### config.mk
export PLATFORM = sky130hd
export DESIGN_NAME = misaligned_dma_transfer_splitter_top
export DESIGN_NICKNAME = d
export VERILOG_FILES = /design/src/hdl/mdts_pkg.sv /design/src/hdl/mdts_ram.sv /design/src/hdl/mdts_front.sv /design/src/hdl/mdts_back.sv /design/src/hdl/misaligned_dma_transfer_splitter_top.sv
export SDC_FILE = /design/constraint.sdc
export NUM_CORES = 2
export LEC_CHECK = 0
export ABC_AREA = 1
export BUFFER_PORTS_ARGS = -buffer_cell sky130_fd_sc_hd__buf_2
export CAP_MARGIN = 20
export CORE_MARGIN = 2
export CORE_UTILIZATION = 35
export CTS_CLUSTER_DIAMETER = 40
export DETAILED_ROUTE_END_ITERATION = 8
export MAX_ROUTING_LAYER = met4
export PLACE_DENSITY_LB_ADDON = 0.1
export SLEW_MARGIN = 0
export SYNTH_ARGS = -nofsm -noshare
export SYNTH_HDL_FRONTEND = slang
export SYNTH_SLANG_ARGS = --single-unit
### constraint.sdc
create_clock -name i_clk -period 23.3 [get_ports i_clk]
set_input_delay 4.66 -clock i_clk [delete_from_list [all_inputs] [get_ports i_clk]]
set_output_delay 4.66 -clock i_clk [all_outputs]
set_load 0.02 [all_outputs]
### src/hdl/mdts_pkg.sv
// shared types, constants and codes of the misaligned dma transfer splitter
package mdts_pkg;

    // sizing
    localparam int MAX_BURST   = 512;
    localparam int TEMP_BYTES  = 128;
    localparam int QUEUE_DEPTH = 8;

    // derived burst limits
    localparam int BURST_RAW    = (MAX_BURST / 4) * 4;
    localparam int BURST_LIM    = (BURST_RAW < 4) ? 4 : BURST_RAW;
    localparam int TEMP_MIN     = (TEMP_BYTES < BURST_LIM) ? TEMP_BYTES : BURST_LIM;
    localparam int TEMP_CAP_RAW = ((TEMP_MIN - 4) / 4) * 4;
    localparam int TEMP_CAP     = (TEMP_CAP_RAW < 4) ? 4 : TEMP_CAP_RAW;

    // queue addressing
    localparam int QAW = (QUEUE_DEPTH > 1) ? $clog2(QUEUE_DEPTH) : 1;
    localparam int QCW = $clog2(QUEUE_DEPTH + 1);
    localparam int QSW = $clog2(2 * QUEUE_DEPTH) + 1;

    // field widths
    localparam int BCW = 10;

    // input actions
    localparam logic [1:0] ACT_START_1D = 2'd0;
    localparam logic [1:0] ACT_START_2D = 2'd1;
    localparam logic [1:0] ACT_DONE     = 2'd2;

    // result kinds
    localparam logic [2:0] KIND_DIRECT     = 3'd0;
    localparam logic [2:0] KIND_TEMP_BURST = 3'd1;
    localparam logic [2:0] KIND_TEMP_COPY  = 3'd2;
    localparam logic [2:0] KIND_COMPLETE   = 3'd3;
    localparam logic [2:0] KIND_FULL       = 3'd4;
    localparam logic [2:0] KIND_UNSUP      = 3'd5;

    // command ops from front to back
    localparam logic [1:0] OP_REPLY = 2'd0;
    localparam logic [1:0] OP_START = 2'd1;
    localparam logic [1:0] OP_DONE  = 2'd2;

    typedef struct packed {
        logic        is_2d;
        logic        wr;
        logic [31:0] loc;
        logic [31:0] ram;
        logic [31:0] size;
        logic [31:0] len;
        logic [31:0] stride;
    } t_req;

    localparam int REQ_W = $bits(t_req);

    typedef struct packed {
        logic [1:0] op;
        logic [2:0] kind;
        t_req       req;
    } t_cmd;

endpackage

### src/hdl/mdts_ram.sv
// generic single write port ram with registered read
module mdts_ram #(
    parameter int WIDTH = 8,
    parameter int DEPTH = 8
) (
    input  logic                                     i_clk,
    input  logic                                     i_we,
    input  logic [((DEPTH > 1) ? $clog2(DEPTH) : 1)-1:0] i_waddr,
    input  logic [WIDTH-1:0]                         i_wdata,
    input  logic                                     i_re,
    input  logic [((DEPTH > 1) ? $clog2(DEPTH) : 1)-1:0] i_raddr,
    output logic [WIDTH-1:0]                         o_rdata
);

    logic [WIDTH-1:0] r_mem [DEPTH];
    logic [WIDTH-1:0] r_rdata;

    // write port and registered read port
    always_ff @(posedge i_clk) begin
        if (i_we) begin
            r_mem[i_waddr] <= i_wdata;
        end
        if (i_re) begin
            r_rdata <= r_mem[i_raddr];
        end
    end

    assign o_rdata = r_rdata;

endmodule

### src/hdl/mdts_front.sv
// front end: config register, request checks and a two entry command queue
module mdts_front (
    input  logic                i_clk,
    input  logic                i_rst_n,
    input  logic                i_cfg_valid,
    output logic                o_cfg_ready,
    input  logic [31:0]         i_cfg_region_bits,
    input  logic                i_valid,
    output logic                o_ready,
    input  logic [1:0]          i_action,
    input  logic                i_is_write,
    input  logic [31:0]         i_local_addr,
    input  logic [31:0]         i_ram_addr,
    input  logic [31:0]         i_total_size,
    input  logic [31:0]         i_line_length,
    input  logic signed [31:0]  i_line_stride,
    output logic                o_cmd_valid,
    input  logic                i_cmd_ready,
    output mdts_pkg::t_cmd      o_cmd
);

    logic [31:0]    r_region;
    mdts_pkg::t_cmd r_fifo [2];
    logic           r_wp;
    logic           r_rp;
    logic [1:0]     r_cnt;

    logic           accept;
    logic           is_start;
    logic           push;
    logic           pop;
    logic           bad;
    mdts_pkg::t_cmd cmd_in;

    assign o_cfg_ready = 1'b1;
    assign o_ready     = (r_cnt != 2'd2);
    assign accept      = i_valid && o_ready;

    // classify the incoming transfer
    always_comb begin
        is_start          = (i_action == mdts_pkg::ACT_START_1D) ||
                            (i_action == mdts_pkg::ACT_START_2D);
        cmd_in.req.is_2d  = (i_action == mdts_pkg::ACT_START_2D);
        cmd_in.req.wr     = i_is_write;
        cmd_in.req.loc    = i_local_addr;
        cmd_in.req.ram    = i_ram_addr | r_region;
        cmd_in.req.size   = i_total_size;
        cmd_in.req.len    = i_line_length;
        cmd_in.req.stride = 32'(i_line_stride);
        bad = i_is_write && ((i_local_addr[1:0] != 2'd0) || cmd_in.req.ram[0] ||
                             (i_total_size[1:0] != 2'd0) ||
                             (cmd_in.req.is_2d && ((i_line_length[1:0] != 2'd0) ||
                                                   i_line_stride[0])));
        if (cmd_in.req.is_2d && (i_line_length == 32'd0) && (i_total_size != 32'd0)) begin
            bad = 1'b1;
        end
        cmd_in.kind = mdts_pkg::KIND_COMPLETE;
        priority if (!is_start) begin
            cmd_in.op = mdts_pkg::OP_DONE;
        end else if (bad) begin
            cmd_in.op   = mdts_pkg::OP_REPLY;
            cmd_in.kind = mdts_pkg::KIND_UNSUP;
        end else if (i_total_size == 32'd0) begin
            cmd_in.op = mdts_pkg::OP_REPLY;
        end else begin
            cmd_in.op = mdts_pkg::OP_START;
        end
        push = accept && (is_start || (i_action == mdts_pkg::ACT_DONE));
    end

    assign o_cmd_valid = (r_cnt != 2'd0);
    assign o_cmd       = r_fifo[r_rp];
    assign pop         = o_cmd_valid && i_cmd_ready;

    // region register
    always_ff @(posedge i_clk) begin
        if (!i_rst_n) begin
            r_region <= 32'd0;
        end else if (i_cfg_valid) begin
            r_region <= i_cfg_region_bits;
        end
    end

    // command queue storage
    always_ff @(posedge i_clk) begin
        if (push) begin
            r_fifo[r_wp] <= cmd_in;
        end
    end

    // command queue pointers
    always_ff @(posedge i_clk) begin
        if (!i_rst_n) begin
            r_wp  <= 1'b0;
            r_rp  <= 1'b0;
            r_cnt <= 2'd0;
        end else begin
            if (push) begin
                r_wp <= ~r_wp;
            end
            if (pop) begin
                r_rp <= ~r_rp;
            end
            r_cnt <= r_cnt + 2'(push) - 2'(pop);
        end
    end

endmodule

### src/hdl/mdts_back.sv
// back end: request walker, pending request queue and result register
module mdts_back (
    input  logic            i_clk,
    input  logic            i_rst_n,
    input  logic            i_cmd_valid,
    output logic            o_cmd_ready,
    input  mdts_pkg::t_cmd  i_cmd,
    output logic            o_valid,
    input  logic            i_ready,
    output logic [2:0]      o_kind,
    output logic            o_dir_write,
    output logic [31:0]     o_out_local_addr,
    output logic [31:0]     o_out_ram_addr,
    output logic [9:0]      o_byte_count,
    output logic            o_temp_offset,
    output logic            o_last
);

    localparam logic [1:0] ST_IDLE = 2'd0;
    localparam logic [1:0] ST_RUN  = 2'd1;
    localparam logic [1:0] ST_LOAD = 2'd2;

    localparam logic [31:0] BLIM = 32'(mdts_pkg::BURST_LIM);
    localparam logic [31:0] TCAP = 32'(mdts_pkg::TEMP_CAP);

    logic [1:0]              r_state, n_state;
    logic                    r_active, n_active;
    logic                    r_emul, n_emul;
    logic                    r_cur_write, n_cur_write;
    logic [31:0]             r_cur_local, n_cur_local;
    logic [31:0]             r_cur_ram, n_cur_ram;
    logic [31:0]             r_line_left, n_line_left;
    logic [31:0]             r_total_left, n_total_left;
    logic [31:0]             r_line_len, n_line_len;
    logic [31:0]             r_stride, n_stride;
    logic                    r_copy_pend, n_copy_pend;
    logic [31:0]             r_burst_left, n_burst_left;
    logic [mdts_pkg::QAW-1:0] r_head, n_head;
    logic [mdts_pkg::QCW-1:0] r_count, n_count;

    // result register
    logic        r_ov;
    logic [2:0]  r_kind;
    logic        r_dir;
    logic [31:0] r_oloc;
    logic [31:0] r_oram;
    logic [9:0]  r_cnt;
    logic        r_off;
    logic        r_last;

    logic        slot_free;
    logic        emit;
    logic [2:0]  e_kind;
    logic        e_dir;
    logic [31:0] e_loc;
    logic [31:0] e_ram;
    logic [31:0] e_cnt;
    logic        e_off;
    logic        e_last;

    logic        do_load;
    mdts_pkg::t_req ld;
    logic        q_we;
    logic        q_re;
    logic [mdts_pkg::QSW-1:0] wsum;
    logic [mdts_pkg::QAW-1:0] waddr;
    logic [mdts_pkg::REQ_W-1:0] q_rdata;

    logic [1:0]  pro;
    logic [31:0] pro32;
    logic [31:0] sa_full;
    logic [31:0] sa_temp;
    logic [31:0] chunk_src;
    logic [31:0] chunk;
    logic [31:0] adv;
    logic        do_adv;
    logic [31:0] tot_next;

    assign slot_free   = !r_ov || i_ready;
    assign o_cmd_ready = (r_state == ST_IDLE) && slot_free;

    // pending request store
    assign wsum  = mdts_pkg::QSW'(r_head) + mdts_pkg::QSW'(r_count);
    assign waddr = (wsum >= mdts_pkg::QSW'(mdts_pkg::QUEUE_DEPTH)) ?
                   mdts_pkg::QAW'(wsum - mdts_pkg::QSW'(mdts_pkg::QUEUE_DEPTH)) :
                   mdts_pkg::QAW'(wsum);

    mdts_ram #(
        .WIDTH(mdts_pkg::REQ_W),
        .DEPTH(mdts_pkg::QUEUE_DEPTH)
    ) u_queue (
        .i_clk  (i_clk),
        .i_we   (q_we),
        .i_waddr(waddr),
        .i_wdata(i_cmd.req),
        .i_re   (q_re),
        .i_raddr(r_head),
        .o_rdata(q_rdata)
    );

    // split arithmetic for the current line
    always_comb begin
        pro       = (r_line_left < 32'd4) ? r_line_left[1:0] : (2'd0 - r_cur_local[1:0]);
        pro32     = {30'd0, pro};
        sa_full   = {r_line_left[31:2], 2'b00};
        sa_temp   = (sa_full > TCAP) ? TCAP : sa_full;
        chunk_src = (r_state == ST_IDLE) ? r_burst_left : sa_full;
        chunk     = (chunk_src > BLIM) ? BLIM : chunk_src;
        tot_next  = r_total_left - r_line_len;
    end

    // walker step
    always_comb begin
        n_state      = r_state;
        n_active     = r_active;
        n_emul       = r_emul;
        n_cur_write  = r_cur_write;
        n_cur_local  = r_cur_local;
        n_cur_ram    = r_cur_ram;
        n_line_left  = r_line_left;
        n_total_left = r_total_left;
        n_line_len   = r_line_len;
        n_stride     = r_stride;
        n_copy_pend  = r_copy_pend;
        n_burst_left = r_burst_left;
        n_head       = r_head;
        n_count      = r_count;
        emit    = 1'b0;
        e_kind  = mdts_pkg::KIND_COMPLETE;
        e_dir   = 1'b0;
        e_loc   = 32'd0;
        e_ram   = 32'd0;
        e_cnt   = 32'd0;
        e_off   = 1'b0;
        e_last  = 1'b1;
        do_load = 1'b0;
        ld      = i_cmd.req;
        q_we    = 1'b0;
        q_re    = 1'b0;
        adv     = 32'd0;
        do_adv  = 1'b0;
        unique case (r_state)
            ST_IDLE: begin
                if (i_cmd_valid && slot_free) begin
                    unique case (i_cmd.op)
                        mdts_pkg::OP_REPLY: begin
                            emit   = 1'b1;
                            e_kind = i_cmd.kind;
                            e_dir  = i_cmd.req.wr;
                        end
                        mdts_pkg::OP_START: begin
                            if (r_active) begin
                                if (r_count == mdts_pkg::QCW'(mdts_pkg::QUEUE_DEPTH)) begin
                                    emit   = 1'b1;
                                    e_kind = mdts_pkg::KIND_FULL;
                                    e_dir  = i_cmd.req.wr;
                                end else begin
                                    q_we    = 1'b1;
                                    n_count = r_count + mdts_pkg::QCW'(1);
                                end
                            end else begin
                                do_load = 1'b1;
                            end
                        end
                        mdts_pkg::OP_DONE: begin
                            if (r_active) begin
                                if (r_burst_left != 32'd0) begin
                                    emit   = 1'b1;
                                    e_kind = mdts_pkg::KIND_DIRECT;
                                    e_dir  = r_cur_write;
                                    e_loc  = r_cur_local;
                                    e_ram  = r_cur_ram;
                                    e_cnt  = chunk;
                                    adv    = chunk;
                                    do_adv = 1'b1;
                                    n_burst_left = r_burst_left - chunk;
                                end else begin
                                    n_state = ST_RUN;
                                end
                            end
                        end
                        default: begin
                        end
                    endcase
                end
            end
            ST_RUN: begin
                if (slot_free) begin
                    priority if (pro != 2'd0) begin
                        if (!r_copy_pend) begin
                            emit        = 1'b1;
                            e_kind      = mdts_pkg::KIND_TEMP_BURST;
                            e_ram       = {r_cur_ram[31:1], 1'b0};
                            e_cnt       = 32'd4;
                            n_copy_pend = 1'b1;
                            n_state     = ST_IDLE;
                        end else begin
                            emit        = 1'b1;
                            e_kind      = mdts_pkg::KIND_TEMP_COPY;
                            e_loc       = r_cur_local;
                            e_cnt       = pro32;
                            e_off       = r_cur_ram[0];
                            e_last      = 1'b0;
                            n_copy_pend = 1'b0;
                            adv         = pro32;
                            do_adv      = 1'b1;
                        end
                    end else if (r_line_left != 32'd0) begin
                        if (!r_cur_ram[0]) begin
                            emit   = 1'b1;
                            e_kind = mdts_pkg::KIND_DIRECT;
                            e_dir  = r_cur_write;
                            e_loc  = r_cur_local;
                            e_ram  = r_cur_ram;
                            e_cnt  = chunk;
                            adv    = chunk;
                            do_adv = 1'b1;
                            n_burst_left = sa_full - chunk;
                            n_state      = ST_IDLE;
                        end else if (!r_copy_pend) begin
                            emit        = 1'b1;
                            e_kind      = mdts_pkg::KIND_TEMP_BURST;
                            e_ram       = {r_cur_ram[31:1], 1'b0};
                            e_cnt       = sa_temp + 32'd4;
                            n_copy_pend = 1'b1;
                            n_state     = ST_IDLE;
                        end else begin
                            emit        = 1'b1;
                            e_kind      = mdts_pkg::KIND_TEMP_COPY;
                            e_loc       = r_cur_local;
                            e_cnt       = sa_temp;
                            e_off       = 1'b1;
                            e_last      = 1'b0;
                            n_copy_pend = 1'b0;
                            adv         = sa_temp;
                            do_adv      = 1'b1;
                        end
                    end else if (r_emul && (r_total_left > r_line_len)) begin
                        // next 2d line
                        n_total_left = tot_next;
                        n_cur_ram    = r_cur_ram - r_line_len + r_stride;
                        n_line_left  = (tot_next > r_line_len) ? r_line_len : tot_next;
                    end else begin
                        // request complete, pull the next waiting one
                        emit         = 1'b1;
                        e_kind       = mdts_pkg::KIND_COMPLETE;
                        e_dir        = r_cur_write;
                        n_total_left = 32'd0;
                        n_active     = 1'b0;
                        if (r_count != '0) begin
                            e_last  = 1'b0;
                            q_re    = 1'b1;
                            n_count = r_count - mdts_pkg::QCW'(1);
                            n_head  = (r_head == mdts_pkg::QAW'(mdts_pkg::QUEUE_DEPTH - 1)) ?
                                      '0 : r_head + mdts_pkg::QAW'(1);
                            n_state = ST_LOAD;
                        end else begin
                            n_state = ST_IDLE;
                        end
                    end
                end
            end
            ST_LOAD: begin
                do_load = 1'b1;
                ld      = q_rdata;
            end
            default: begin
                n_state = ST_IDLE;
            end
        endcase
        if (do_adv) begin
            n_cur_local = r_cur_local + adv;
            n_cur_ram   = r_cur_ram + adv;
            n_line_left = r_line_left - adv;
        end
        if (do_load) begin
            n_cur_write  = ld.wr;
            n_cur_local  = ld.loc;
            n_cur_ram    = ld.ram;
            n_emul       = ld.is_2d;
            n_line_len   = ld.len;
            n_stride     = ld.stride;
            n_total_left = ld.is_2d ? ld.size : 32'd0;
            n_line_left  = (ld.is_2d && (ld.size > ld.len)) ? ld.len : ld.size;
            n_copy_pend  = 1'b0;
            n_burst_left = 32'd0;
            n_active     = 1'b1;
            n_state      = ST_RUN;
        end
    end

    // walker state
    always_ff @(posedge i_clk) begin
        if (!i_rst_n) begin
            r_state      <= ST_IDLE;
            r_active     <= 1'b0;
            r_emul       <= 1'b0;
            r_cur_write  <= 1'b0;
            r_cur_local  <= 32'd0;
            r_cur_ram    <= 32'd0;
            r_line_left  <= 32'd0;
            r_total_left <= 32'd0;
            r_line_len   <= 32'd0;
            r_stride     <= 32'd0;
            r_copy_pend  <= 1'b0;
            r_burst_left <= 32'd0;
            r_head       <= '0;
            r_count      <= '0;
        end else begin
            r_state      <= n_state;
            r_active     <= n_active;
            r_emul       <= n_emul;
            r_cur_write  <= n_cur_write;
            r_cur_local  <= n_cur_local;
            r_cur_ram    <= n_cur_ram;
            r_line_left  <= n_line_left;
            r_total_left <= n_total_left;
            r_line_len   <= n_line_len;
            r_stride     <= n_stride;
            r_copy_pend  <= n_copy_pend;
            r_burst_left <= n_burst_left;
            r_head       <= n_head;
            r_count      <= n_count;
        end
    end

    // result valid
    always_ff @(posedge i_clk) begin
        if (!i_rst_n) begin
            r_ov <= 1'b0;
        end else if (slot_free) begin
            r_ov <= emit;
        end
    end

    // result payload
    always_ff @(posedge i_clk) begin
        if (slot_free && emit) begin
            r_kind <= e_kind;
            r_dir  <= e_dir;
            r_oloc <= e_loc;
            r_oram <= e_ram;
            r_cnt  <= e_cnt[mdts_pkg::BCW-1:0];
            r_off  <= e_off;
            r_last <= e_last;
        end
    end

    assign o_valid          = r_ov;
    assign o_kind           = r_kind;
    assign o_dir_write      = r_dir;
    assign o_out_local_addr = r_oloc;
    assign o_out_ram_addr   = r_oram;
    assign o_byte_count     = r_cnt;
    assign o_temp_offset    = r_off;
    assign o_last           = r_last;

    // checks
    a_count_bound: assert property (@(posedge i_clk) disable iff (!i_rst_n)
        r_count <= mdts_pkg::QCW'(mdts_pkg::QUEUE_DEPTH))
        else $error("pending queue count overflow");
    a_run_active: assert property (@(posedge i_clk) disable iff (!i_rst_n)
        (r_state == ST_RUN) |-> r_active)
        else $error("walker running without an active request");
    a_burst_active: assert property (@(posedge i_clk) disable iff (!i_rst_n)
        (r_burst_left != 32'd0) |-> (r_active && !r_copy_pend))
        else $error("burst remainder outside a direct request");
    a_load_follows: assert property (@(posedge i_clk) disable iff (!i_rst_n)
        (r_state == ST_LOAD) |=> (r_state == ST_RUN) && r_active)
        else $error("queued request not loaded");

endmodule

### src/hdl/misaligned_dma_transfer_splitter_top.sv
// A start on an idle block passes the command queue, the walker load and the result
// register; a reply or a burst done with a direct remainder passes only the command queue
// and the result register. The walker gives one further result per step, with a step of
// its own per 2d line and a ram read in the load state per queued request. Throughput:
// one transfer per cycle into the 2 entry command queue while it has room; the walker
// takes a new command only when idle with a free result slot. Reset: synchronous active
// low, clears walker state, queue counts and region register.
module misaligned_dma_transfer_splitter_top (
    input  logic               i_clk,
    input  logic               i_rst_n,
    input  logic               i_cfg_valid,
    output logic               o_cfg_ready,
    input  logic [31:0]        i_cfg_region_bits,
    input  logic               i_valid,
    output logic               o_ready,
    input  logic [1:0]         i_action,
    input  logic               i_is_write,
    input  logic [31:0]        i_local_addr,
    input  logic [31:0]        i_ram_addr,
    input  logic [31:0]        i_total_size,
    input  logic [31:0]        i_line_length,
    input  logic signed [31:0] i_line_stride,
    output logic               o_valid,
    input  logic               i_ready,
    output logic [2:0]         o_kind,
    output logic               o_dir_write,
    output logic [31:0]        o_out_local_addr,
    output logic [31:0]        o_out_ram_addr,
    output logic [9:0]         o_byte_count,
    output logic               o_temp_offset,
    output logic               o_last
);

    logic           cmd_valid;
    logic           cmd_ready;
    mdts_pkg::t_cmd cmd;

    // request checks and command queue
    mdts_front u_front (
        .i_clk            (i_clk),
        .i_rst_n          (i_rst_n),
        .i_cfg_valid      (i_cfg_valid),
        .o_cfg_ready      (o_cfg_ready),
        .i_cfg_region_bits(i_cfg_region_bits),
        .i_valid          (i_valid),
        .o_ready          (o_ready),
        .i_action         (i_action),
        .i_is_write       (i_is_write),
        .i_local_addr     (i_local_addr),
        .i_ram_addr       (i_ram_addr),
        .i_total_size     (i_total_size),
        .i_line_length    (i_line_length),
        .i_line_stride    (i_line_stride),
        .o_cmd_valid      (cmd_valid),
        .i_cmd_ready      (cmd_ready),
        .o_cmd            (cmd)
    );

    // request walker
    mdts_back u_back (
        .i_clk           (i_clk),
        .i_rst_n         (i_rst_n),
        .i_cmd_valid     (cmd_valid),
        .o_cmd_ready     (cmd_ready),
        .i_cmd           (cmd),
        .o_valid         (o_valid),
        .i_ready         (i_ready),
        .o_kind          (o_kind),
        .o_dir_write     (o_dir_write),
        .o_out_local_addr(o_out_local_addr),
        .o_out_ram_addr  (o_out_ram_addr),
        .o_byte_count    (o_byte_count),
        .o_temp_offset   (o_temp_offset),
        .o_last          (o_last)
    );

endmodule
==> qor.txt <==
RSZ-0062 raised after global routing - false
First-pass GRT wire length - 494000 µm
Synth top area cells - edfxtp_1 57%, nor2_1 6.6%, o21ai_0 5.8%
Fin. Hold Viols - 0
Clock buffer depth - 4
Worst R2R Setup Slack - 15.55 ns
Gr usage total - 24.1%
Sum of negative setup slack - 0 ns
VDD IR-drop max - 0.229 mV
Setup violators final - 0
Worst Path Max Fanout - 18
Drt initial violations - 6398
Avg Inst Size Synth - 10.2 µm²
Max Slew Vio Count - 0
Cells after synthesis - 9590
Final HPWL DP - 215000 µm
Rel. slew slack - 23.9%
GRT overflow - 0
Area grow syn2layout - 19.5%
Final Cell Area - 117000 µm²
Hold Path Sink - u_front.r_region[17]
First-pass DRT Iterations - 6
Post-CTS sizing - 0
Commonest non-fill, non-tap cell in the layout - edfxtp_1
Crit path top cell by count - inv_1
Worst skew pair latency - 0.94 ns
IO Port Bufs - 281
FMAX - 103 MHz
Starting Density - 35.2%
Delay-heaviest family, CP - simple AND/OR/NAND/NOR gates
Crit start category - input port
Clk pin slew, worst setup/hold paths - 0.05 ns
Via density - 5.24
Tot Pwr - 19.1 mW
Sequential cell area fraction in the yosys report - 62.8%
# IOs - 283
Post-Syn Area - 98200 µm²
TritonCTS clock tree - done
Distinct cells, synth - 63
Die height - 534 µm
Vias in the first global route - 70426
Largest area contributor in the netlist - edfxtp_1
CTS Buf Count - 377
Status - finished clean
Max stage delay on crit path - 0.70 ns
Slew @ Worst Pin - 1.13 ns
Final period util - 41.5%
# Post-CTS Setup Buffers - 0
CTS H-tree lvls - 5
Nets@finish - 10467
Filler instances - 26837
# DRC - 0
Synth async-reset ratio - 0%
Leak - 44.6 nW
WHS Path Cells - 2
Max-cap viol count - 0
HP Class - reg -> reg
Setup crit end kind - flop
Minimum clock period - 9.67 ns
CTS sink cnt - 2145
Largest net degree at the start of global routing - 182
Final WS setup - 13.63 ns
Clock skew - 0.0621 ns
HP Start - u_front.r_region[17]
WP data required - 24.08 ns
Routability cong. - 0.943
Number of enable flip-flop cells after synthesis - 1870
Layout cell share with drive strength beyond 1 - 11.7%
Row count - 194
Crit Path Class - in -> reg
Initial antenna violation count - 19
Buf+Inv Stages, Crit Path - 7
Reg-to-Reg End - u_back.r_cur_local[22]
Number of nets with antenna violations after routing - 0
Post-synthesis register bit count - 2145
CP arrival - 10.45 ns
Total wire length - 342000 µm
Dominant synthesized flop cell - edfxtp_1
Share of the synthesized area in the top cell type - 57.2%
Total number of vias - 73483
DP Worst Slack - 12.84 ns
Slowest CP cell - nor2_1
Root Driver - clkbuf_16
Ys Warns - 0
Pwr Density - 163 nW/µm²
Post-Place Cell Area - 104000 µm²
Core region area - 279000 µm²
Hold Buf Count CTS - 0
WL/cell - 24.4 µm
Die area - 285000 µm²
Worst-case reg-to-reg path depth - 27
Most frequent cells in the layout - 1870 x edfxtp_1, 1705 x nor2_1, 1376 x nand2_1, 1136 x o21ai_0, 670 x inv_1
Chip Width - 534 µm
==> tightest hold or removal path: cells and delay by family (launching register included) <==
family	cells	cell delay (ns)
AOI/OAI and AO/OA	1	0.07
DFF	1	0.31
and+or+nand+nor	1	0.07
==> layout make-up <==
| class | instances | area [µm²] | area share (%) |
|---|---|---|---|
| clock inverters | 278 | 3540 | 3.02 |
| clock buffers | 425 | 9810 | 8.36 |
| well taps | 3724 | 4660 | 3.97 |
| diodes | 12 | 30.0 | 0.0256 |
| inverters | 691 | 2640 | 2.25 |
| flip-flops and latches | 2145 | 61700 | 52.5 |
| multi-input cells | 6354 | 32500 | 27.7 |
| repair buffers | 406 | 2500 | 2.13 |
==> report_power, final <==
group / total [mW] / switching [mW] / internal [mW]
clock: 5.74 / 2.04 / 3.71
combinational: 8.36 / 5.94 / 2.41
sequential: 5.03 / 0.259 / 4.78
==> routing by layer <==
| layer | vias up | part of all wire [%] | GRT usage, % | wire length (µm) |
|---|---|---|---|---|
| met5 | - | 0 | - | 0 |
| met4 | 0 | 2.2 | 5.79 | 7560 |
| met3 | 452 | 6.0 | 3.35 | 20500 |
| met2 | 2443 | 44 | 35.4 | 149000 |
| met1 | 36131 | 48 | 35.0 | 165000 |
| li1 | 34457 | - | - | - |
==> metrics by stage <==
stage	hold WS [ns]	instances	utilization (%)
6_report	0.483	14035	42.0
5_1_grt	0.518	14031	42.0
4_1_cts	0.491	14021	42.0
3_5_place_dp	0.475	13318	37.2
3_3_place_gp	0.458	13314	37.2
2_1_floorplan	0.443	9666	-
==> how the worst max path moves through the flow <==
| stage | from | to | slack (ns) | cells past startpoint |
|---|---|---|---|---|
| after detailed placement | i_ready | u_back.r_cur_local[24] | 12.84 | 27 |
| after global placement | i_ready | u_back.r_line_left[23] | 12.85 | 30 |
| final | i_ready | u_back.r_cur_local[24] | 13.63 | 27 |
| after floorplan | i_ready | u_back.u_queue.o_rdata[0] | 6.20 | 6 |
| after CTS | i_ready | u_back.r_cur_local[24] | 13.78 | 27 |
| after global routing | i_ready | u_back.r_cur_local[24] | 13.08 | 27 |
==> cell usage after synthesis (4+ instances only) <==
library cell	instances
nand4_1	55
xor2_1	81
or2_2	76
o21a_1	24
nor2_1	1721
ha_1	254
nor2_2	10
a221oi_1	16
nor3_1	41
o21ai_1	35
o21ai_0	1137
edfxtp_1	1870
dfxtp_1	275
inv_2	14
nand2_1	1378
buf_2	47
o211ai_1	69
o21bai_1	16
buf_6	8
a21boi_0	16
a21oi_1	464
clkbuf_1	369
o221ai_1	10
a31oi_1	236
fa_1	38
xnor2_1	46
o31ai_1	14
nand3_1	194
nand2_2	10
buf_1	48
buf_4	4
and2_1	4
inv_1	674
o22ai_1	181
nor4_1	36
a211oi_1	39
and3_1	4
a21o_1	24
nor2_4	6
==> registers in the layout (all words and copies together), names as in the netlist, 2 cells and up, named ones only <==
| name | cells |
|---|---|
| u_back.r_total_left | 32 |
| u_back.o_byte_count | 10 |
| u_back.o_out_ram_addr | 32 |
| u_back.o_kind | 3 |
| u_back.u_queue.o_rdata | 162 |
| u_back.r_count | 4 |
| u_back.r_line_len | 32 |
| u_back.r_cur_local | 32 |
| u_back.r_line_left | 32 |
| u_back.r_burst_left | 32 |
| u_front.r_fifo | 332 |
| u_front.r_region | 32 |
| u_back.r_cur_ram | 32 |
| u_front.r_cnt | 2 |
| u_back.r_head | 3 |
| u_back.o_out_local_addr | 32 |
| u_back.u_queue.r_mem | 1296 |
| u_back.r_state | 2 |
| u_back.r_stride | 32 |
==> cell families after synthesis <==
logic type	after synthesis	synth area share, %
xor+xnor	127	1.13
fa+ha+maj	292	4.01
simple gates	3549	14.5
compound gates	2308	13.0
buf+inv	1167	4.60
flops	2145	62.8
other cells	2	0.00764
(Power assumes the default switching activity.)
